**src/sv/jse_pkg.sv**
```systemverilog
// Shared types, character codes and a helper function for the JSON string escaper.
package jse_pkg;

  localparam int unsigned FifoDepthDefault = 4;

  localparam logic [7:0] ChBackslash = 8'h5C;
  localparam logic [7:0] ChQuote     = 8'h22;
  localparam logic [7:0] ChLowerU    = 8'h75;
  localparam logic [7:0] ChZero      = 8'h30;
  localparam logic [7:0] ChLowerA    = 8'h61;
  localparam logic [7:0] CtrlLimit   = 8'h20;

  typedef enum logic [1:0] {
    KIND_PLAIN,
    KIND_SHORT,
    KIND_UNI
  } kind_e;

  typedef struct packed {
    kind_e      kind;
    logic [7:0] data;
  } entry_t;

  typedef struct packed {
    logic empty;
    logic pop;
  } queue_ctrl_t;

  function automatic logic [7:0] hex_digit(input logic [3:0] nib);
    logic [7:0] res;
    if (nib < 4'd10) begin
      res = ChZero + {4'd0, nib};
    end else begin
      res = ChLowerA + {4'd0, nib - 4'd10};
    end
    return res;
  endfunction

endpackage

```
**src/sv/jse_front.sv**
```systemverilog
// Front end: classifies each raw byte into the escape form it needs.
module jse_front (
  input  logic [7:0]      byte_i,
  output jse_pkg::entry_t entry_o
);
  import jse_pkg::*;

  always_comb begin
    entry_o.kind = KIND_PLAIN;
    entry_o.data = byte_i;
    case (byte_i)
      ChQuote, ChBackslash: begin
        entry_o.kind = KIND_SHORT;
      end
      8'h08: begin
        entry_o.kind = KIND_SHORT;
        entry_o.data = 8'h62;
      end
      8'h0C: begin
        entry_o.kind = KIND_SHORT;
        entry_o.data = 8'h66;
      end
      8'h0A: begin
        entry_o.kind = KIND_SHORT;
        entry_o.data = 8'h6E;
      end
      8'h0D: begin
        entry_o.kind = KIND_SHORT;
        entry_o.data = 8'h72;
      end
      8'h09: begin
        entry_o.kind = KIND_SHORT;
        entry_o.data = 8'h74;
      end
      default: begin
        if (byte_i < CtrlLimit) begin
          entry_o.kind = KIND_UNI;
        end
      end
    endcase
  end

endmodule

```
**src/sv/jse_queue.sv**
```systemverilog
// Small register queue between the classifier and the output sequencer.
module jse_queue #(
  parameter int unsigned Depth = jse_pkg::FifoDepthDefault
) (
  input  logic                 clk_i,
  input  logic                 rst_ni,
  input  logic                 push_i,
  input  jse_pkg::entry_t      entry_i,
  output logic                 full_o,
  input  jse_pkg::queue_ctrl_t ctrl_i,
  output jse_pkg::queue_ctrl_t ctrl_o,
  output jse_pkg::entry_t      head_o
);
  import jse_pkg::*;

  localparam int unsigned PtrW = (Depth > 1) ? $clog2(Depth) : 1;
  localparam int unsigned CntW = $clog2(Depth + 1);

  entry_t            mem_q [Depth];
  logic [PtrW-1:0]   wr_ptr_q, wr_ptr_d;
  logic [PtrW-1:0]   rd_ptr_q, rd_ptr_d;
  logic [CntW-1:0]   count_q, count_d;
  logic              do_push, do_pop;

  assign full_o       = (count_q == CntW'(Depth));
  assign ctrl_o.empty = (count_q == '0);
  assign ctrl_o.pop   = do_pop;
  assign head_o       = mem_q[rd_ptr_q];
  assign do_push      = push_i && !full_o;
  assign do_pop       = ctrl_i.pop && !ctrl_o.empty;

  always_comb begin
    wr_ptr_d = wr_ptr_q;
    rd_ptr_d = rd_ptr_q;
    count_d  = count_q;
    if (do_push) begin
      wr_ptr_d = (wr_ptr_q == PtrW'(Depth - 1)) ? '0 : wr_ptr_q + 1'b1;
    end
    if (do_pop) begin
      rd_ptr_d = (rd_ptr_q == PtrW'(Depth - 1)) ? '0 : rd_ptr_q + 1'b1;
    end
    if (do_push && !do_pop) begin
      count_d = count_q + 1'b1;
    end else if (do_pop && !do_push) begin
      count_d = count_q - 1'b1;
    end
  end

  always_ff @(posedge clk_i or negedge rst_ni) begin
    if (!rst_ni) begin
      wr_ptr_q <= '0;
      rd_ptr_q <= '0;
      count_q  <= '0;
    end else begin
      wr_ptr_q <= wr_ptr_d;
      rd_ptr_q <= rd_ptr_d;
      count_q  <= count_d;
    end
  end

  always_ff @(posedge clk_i) begin
    if (do_push) begin
      mem_q[wr_ptr_q] <= entry_i;
    end
  end

endmodule

```
**src/sv/jse_back.sv**
```systemverilog
// Back end: walks the head entry and emits its escaped bytes one per cycle while ready_i is high.
module jse_back (
  input  logic                 clk_i,
  input  logic                 rst_ni,
  input  jse_pkg::entry_t      head_i,
  input  jse_pkg::queue_ctrl_t ctrl_i,
  output jse_pkg::queue_ctrl_t ctrl_o,
  output logic                 valid_o,
  input  logic                 ready_i,
  output logic [7:0]           byte_o,
  output logic                 last_o
);
  import jse_pkg::*;

  logic [2:0] idx_q, idx_d;
  logic       fire;

  assign valid_o      = !ctrl_i.empty;
  assign fire         = valid_o && ready_i;
  assign ctrl_o.pop   = fire && last_o;
  assign ctrl_o.empty = ctrl_i.empty;

  always_comb begin
    byte_o = head_i.data;
    last_o = 1'b1;
    case (head_i.kind)
      KIND_PLAIN: begin
        byte_o = head_i.data;
        last_o = 1'b1;
      end
      KIND_SHORT: begin
        byte_o = (idx_q == 3'd0) ? ChBackslash : head_i.data;
        last_o = (idx_q != 3'd0);
      end
      KIND_UNI: begin
        last_o = (idx_q == 3'd5);
        case (idx_q)
          3'd0:    byte_o = ChBackslash;
          3'd1:    byte_o = ChLowerU;
          3'd2:    byte_o = ChZero;
          3'd3:    byte_o = ChZero;
          3'd4:    byte_o = hex_digit(head_i.data[7:4]);
          default: byte_o = hex_digit(head_i.data[3:0]);
        endcase
      end
      default: begin
        byte_o = head_i.data;
        last_o = 1'b1;
      end
    endcase
  end

  always_comb begin
    idx_d = idx_q;
    if (fire) begin
      idx_d = last_o ? 3'd0 : idx_q + 3'd1;
    end
  end

  always_ff @(posedge clk_i or negedge rst_ni) begin
    if (!rst_ni) begin
      idx_q <= '0;
    end else begin
      idx_q <= idx_d;
    end
  end

endmodule

```
**src/sv/json_string_escaper.sv**
```systemverilog
// Top level of the JSON string escaper.
// Each accepted input byte is classified at once and stored in a small queue; an output
// sequencer then emits its escaped form at one byte per cycle while m_axis_tready_i is
// high: one output for an ordinary byte, two for a quote, a backslash or a named control
// character, six for any other byte below 0x20, with tlast on the final byte of each
// group, so plain text flows at one byte per cycle when the output is not stalled.
// The output sequencer sets the sustained rate; the queue of FifoDepth entries lets the
// input keep accepting while the output is stalled, until the queue fills.
module json_string_escaper #(
  parameter int unsigned FifoDepth = jse_pkg::FifoDepthDefault
) (
  input  logic       clk_i,
  input  logic       rst_ni,
  input  logic       s_axis_tvalid_i,
  output logic       s_axis_tready_o,
  input  logic [7:0] s_axis_tdata_i,  // [7:0] in_byte
  output logic       m_axis_tvalid_o,
  input  logic       m_axis_tready_i,
  output logic [7:0] m_axis_tdata_o,  // [7:0] out_byte
  output logic       m_axis_tlast_o
);
  import jse_pkg::*;

  entry_t      front_entry;
  entry_t      head;
  logic        full;
  queue_ctrl_t q_status;
  queue_ctrl_t back_ctrl;

  jse_front u_front (
    .byte_i  (s_axis_tdata_i),
    .entry_o (front_entry)
  );

  jse_queue #(
    .Depth (FifoDepth)
  ) u_queue (
    .clk_i   (clk_i),
    .rst_ni  (rst_ni),
    .push_i  (s_axis_tvalid_i),
    .entry_i (front_entry),
    .full_o  (full),
    .ctrl_i  (back_ctrl),
    .ctrl_o  (q_status),
    .head_o  (head)
  );

  jse_back u_back (
    .clk_i   (clk_i),
    .rst_ni  (rst_ni),
    .head_i  (head),
    .ctrl_i  (q_status),
    .ctrl_o  (back_ctrl),
    .valid_o (m_axis_tvalid_o),
    .ready_i (m_axis_tready_i),
    .byte_o  (m_axis_tdata_o),
    .last_o  (m_axis_tlast_o)
  );

  assign s_axis_tready_o = !full;

endmodule

```
**config.mk**
```make
export PLATFORM = sky130hd
export DESIGN_NAME = json_string_escaper
export DESIGN_NICKNAME = d
export VERILOG_FILES = /design/src/sv/jse_pkg.sv /design/src/sv/jse_front.sv /design/src/sv/jse_queue.sv /design/src/sv/jse_back.sv /design/src/sv/json_string_escaper.sv
export SDC_FILE = /design/constraint.sdc
export NUM_CORES = 1
export LEC_CHECK = 0
export BUFFER_PORTS_ARGS = -buffer_cell sky130_fd_sc_hd__buf_2
export CAP_MARGIN = 20
export CORE_MARGIN = 5
export CORE_UTILIZATION = 50
export CTS_CLUSTER_SIZE = 12
export DETAILED_ROUTE_END_ITERATION = 10
export PLACE_DENSITY = 0.77
export SETUP_SLACK_MARGIN = 0.1
export SLEW_MARGIN = 10
export SYNTH_ARGS = -nofsm -noshare
export SYNTH_HDL_FRONTEND = slang
export SYNTH_SLANG_ARGS = --single-unit
export TNS_END_PERCENT = 100
```
**constraint.sdc**
```tcl
create_clock -name clk_i -period 4.3 [get_ports clk_i]
set_input_delay 0.86 -clock clk_i [delete_from_list [all_inputs] [get_ports clk_i]]
set_output_delay 0.86 -clock clk_i [all_outputs]
set_load 0.01 [all_outputs]
```
==> impl_results.md <==
* Outcome: complete, no violations
* Worst-path clk slew at 0.09 ns
* Cells after Synth at 222
* Share of synthesized registers carrying an async set or reset at 20.00%
* Final-report setup violation count at 0
* Antenna Cells at 0
* Sum Neg Setup Slack at 0 ns
* Syn Std Cell Area at 2754 sq um
* VDD IR max at 0.4991 mV
* Antenna viol nets, final at 0
* Horiz. Die Dim at 84.22 microns
* Synth top cells by count: edfxtp_1, ha_1, nor2_1
* IO buf count at 22
* Setup ws final at 0.5593 ns
* Count of cell types in the netlist at 43
* Clk sinks at 50
* Max incr delay on CP at 0.63 ns
* DR vias/cell at 5.740
* Sequential Power Share at 32.0%
* Clock latency on the worst-skew pair at 0.30 ns
* Drc violations at 0
* Logic pwr share at 54.4%
* Grt total ovfl at 0
* FF-to-FF path depth at 10
* Pre-CTS setup slack at 0.6592 ns
* TritonCTS clock tree: yes
* Wirelength per Cell at 15.71 microns
* Crit path DAT at 2.88 ns
* Total net switching power at 0.0009804 W
* Gpl congestion at 0.8659
* Row count at 27
* R2r startpoint: u_queue.rd_ptr_q[0]
* Synth top area cells: edfxtp_1, dfrtp_1, ha_1
* CP Capture Type: primary output
* Internal power at 0.001389 W
* #FFs+latches synth at 50
* Core ar. at 5439 sq um
* Setup Crit Path Kind: reg -> out
* Via count at 1831
* Worst reg2reg path endpoint: u_queue.count_q[1]
* Max-cap violations at 0
* Slew margin rel. at 56.83%
* Clk network pwr share at 13.6%
* Final #Nets at 276
* Post-synth EDFFs at 40
* Top_reg_cell synth: edfxtp_1
* Final hold vios at 0
* R2r setup slk at 0.92 ns
* Total GRT Usage at 15.33%
* Seq/Total Area, Yosys at 52.70%
* Period minus WS final at 3.741 ns
* Top cell type's share of synthesized area at 43.62%
* Htree depth at 2
* Slowest CP cell: mux4_1
* Tcrit/Tclk final at 86.99%
* Setup Skew at 0.009203 ns
* Slew Limit Fails at 0
* Most frequent cell after synthesis: edfxtp_1
* Clock Tree Buf Depth at 2
* CP required at 3.44 ns
* Initial antenna violation count at 0
* CTS Root Cell: clkbuf_8
* Initial Util at 50.63%
* Mapped Nets at 252
* Inserted Clock Buffers at 5
* Detail Placement HPWL at 3643 microns
* Worst-Margin Slew at 0.6416 ns
* Power Dens Cells at 780.4 nW/um^2
* CP Cell Sequence: mux4_1, ha_1, nor2b_1, o21ai_0, a211oi_2, a21oi_1, a31oi_1, buf_2
* First-pass GRT wire length at 8790 microns
* Number of global-route vias before repair at 1838
* Leak at 1.196 nW
* Layout cells sized above 1 at 15.79%
* Hold/Removal Path Class: in -> async
* Die Y at 84.22 microns
* Switch share at 41.39%
* Area leader, netlist: edfxtp_1
* Post-Route WL at 5013 microns
* Crit Path Max Fanout at 13
* Largest net degree at the start of global routing at 15
* Crit start category: register
* Area growth syn-to-layout at 10.22%
* Num ports at 23
* Postcts setup bufs at 0
* RSZ-0062 raised after global routing: false
* Synthesis Warnings at 0
* Iter 0 DRT Violations at 86
* Fmax at 267.3 MHz
* Synth Area per Inst at 12.40 sq um
* Initial DRT Pass Iterations at 4
* Die area at 7092 sq um
metrics by stage:
| stage | utilization (%) | hold slack [ns] | cells | area [sq um] | power (W) |
|---|---|---|---|---|---|
| after CTS | 55.79 | 0.4060 | 319 | 3034 | 0.002377 |
| final | 55.81 | 0.3987 | 319 | 3035 | 0.002369 |
| after global placement | 53.83 | 0.4764 | 311 | 2928 | 0.002015 |
| after floorplan | - | 0.4547 | 222 | 2754 | 0.001702 |
| after detailed placement | 53.83 | 0.4928 | 311 | 2928 | 0.002052 |
| after global routing | 55.81 | 0.4031 | 319 | 3035 | 0.002576 |
how the worst max path moves through the flow:
stage	end	start	slack [ns]
6_report	m_axis_tdata_o[0]	u_queue.rd_ptr_q[0]	0.56
5_1_grt	m_axis_tdata_o[0]	u_queue.rd_ptr_q[0]	0.29
4_1_cts	m_axis_tdata_o[0]	u_queue.rd_ptr_q[0]	0.33
3_5_place_dp	m_axis_tdata_o[0]	u_queue.rd_ptr_q[0]	0.66
3_3_place_gp	m_axis_tdata_o[0]	u_queue.rd_ptr_q[0]	0.72
2_1_floorplan	m_axis_tdata_o[3]	u_queue.rd_ptr_q[0]	1.08
cells in the final DEF, fill, tap and decap left out, types with 5 or more instances in the layout:
| cell type | instances |
|---|---|
| clkbuf_8 | 5 |
| nor2b_1 | 6 |
| inv_1 | 14 |
| nand2b_1 | 7 |
| a21oi_1 | 11 |
| dfrtp_1 | 9 |
| mux4_1 | 5 |
| buf_2 | 22 |
| o22ai_1 | 6 |
| edfxtp_1 | 40 |
| nor2_1 | 17 |
| nand2_1 | 16 |
| mux4_2 | 5 |
| o21ai_0 | 7 |
| ha_1 | 17 |
power by group through the flow:
stage          clock network [W]  registers, W  logic, W
5_1_grt                 0.000349      0.000783   0.00144
6_report                0.000321      0.000759   0.00129
3_5_place_dp                   0      0.000772   0.00128
2_1_floorplan                  0      0.000708  0.000993
3_3_place_gp                   0      0.000767   0.00125
4_1_cts                 0.000326      0.000763   0.00129
sequential cells by signal, indices dropped and copies added, names as in the netlist:
name,count
u_back.idx_q,3
u_queue.count_q,3
u_queue.mem_q,40
u_queue.rd_ptr_q,2
u_queue.wr_ptr_q,2
critical path: cells and delay by family (launching register included):
kind / cells / cell delay, ns
adder cells (fa/ha/maj): 1 / 0.43
AND/OR/NAND/NOR: 1 / 0.23
buffers and inverters: 1 / 0.14
AO/OA/AOI/OAI: 4 / 0.58
flip-flops: 1 / 0.58
multiplexers: 1 / 0.63
cell type report:
class / instances / area, sq um
Fill cell: 448 / 2404
Sequential cell: 50 / 1453
Multi-Input combinational cell: 153 / 1224
Timing Repair Buffer: 22 / 110.1
Tap cell: 72 / 90.09
Clock buffer: 7 / 76.32
Inverter: 14 / 52.55
Clock inverter: 1 / 30.03
cell families (layout without fill, tap and decap cells):
family / Yosys count / after routing / synth area share, %
AO/OA/AOI/OAI: 43 / 43 / 9.995
XOR/XNOR: 7 / 7 / 2.226
adder cells (fa/ha/maj): 18 / 18 / 8.451
buffers and inverters: 19 / 44 / 2.862
flip-flops: 50 / 50 / 52.70
multiplexers: 14 / 14 / 10.50
AND/OR/NAND/NOR: 71 / 71 / 13.27
repair_timing:
item / CTS / global route
gates resized for setup: 0 / 1
setup endpoints to repair: 0 / 1
hold endpoints to repair: 0 / 0
hold buffers: 0 / 0
layer usage:
layer	GRT usage (%)	wire length (microns)
met5	0	0
met4	6.433	99
met3	2.552	232
met2	25.11	2549
met1	20.27	2132
No activity file was read; power rests on OpenSTA's default activity.
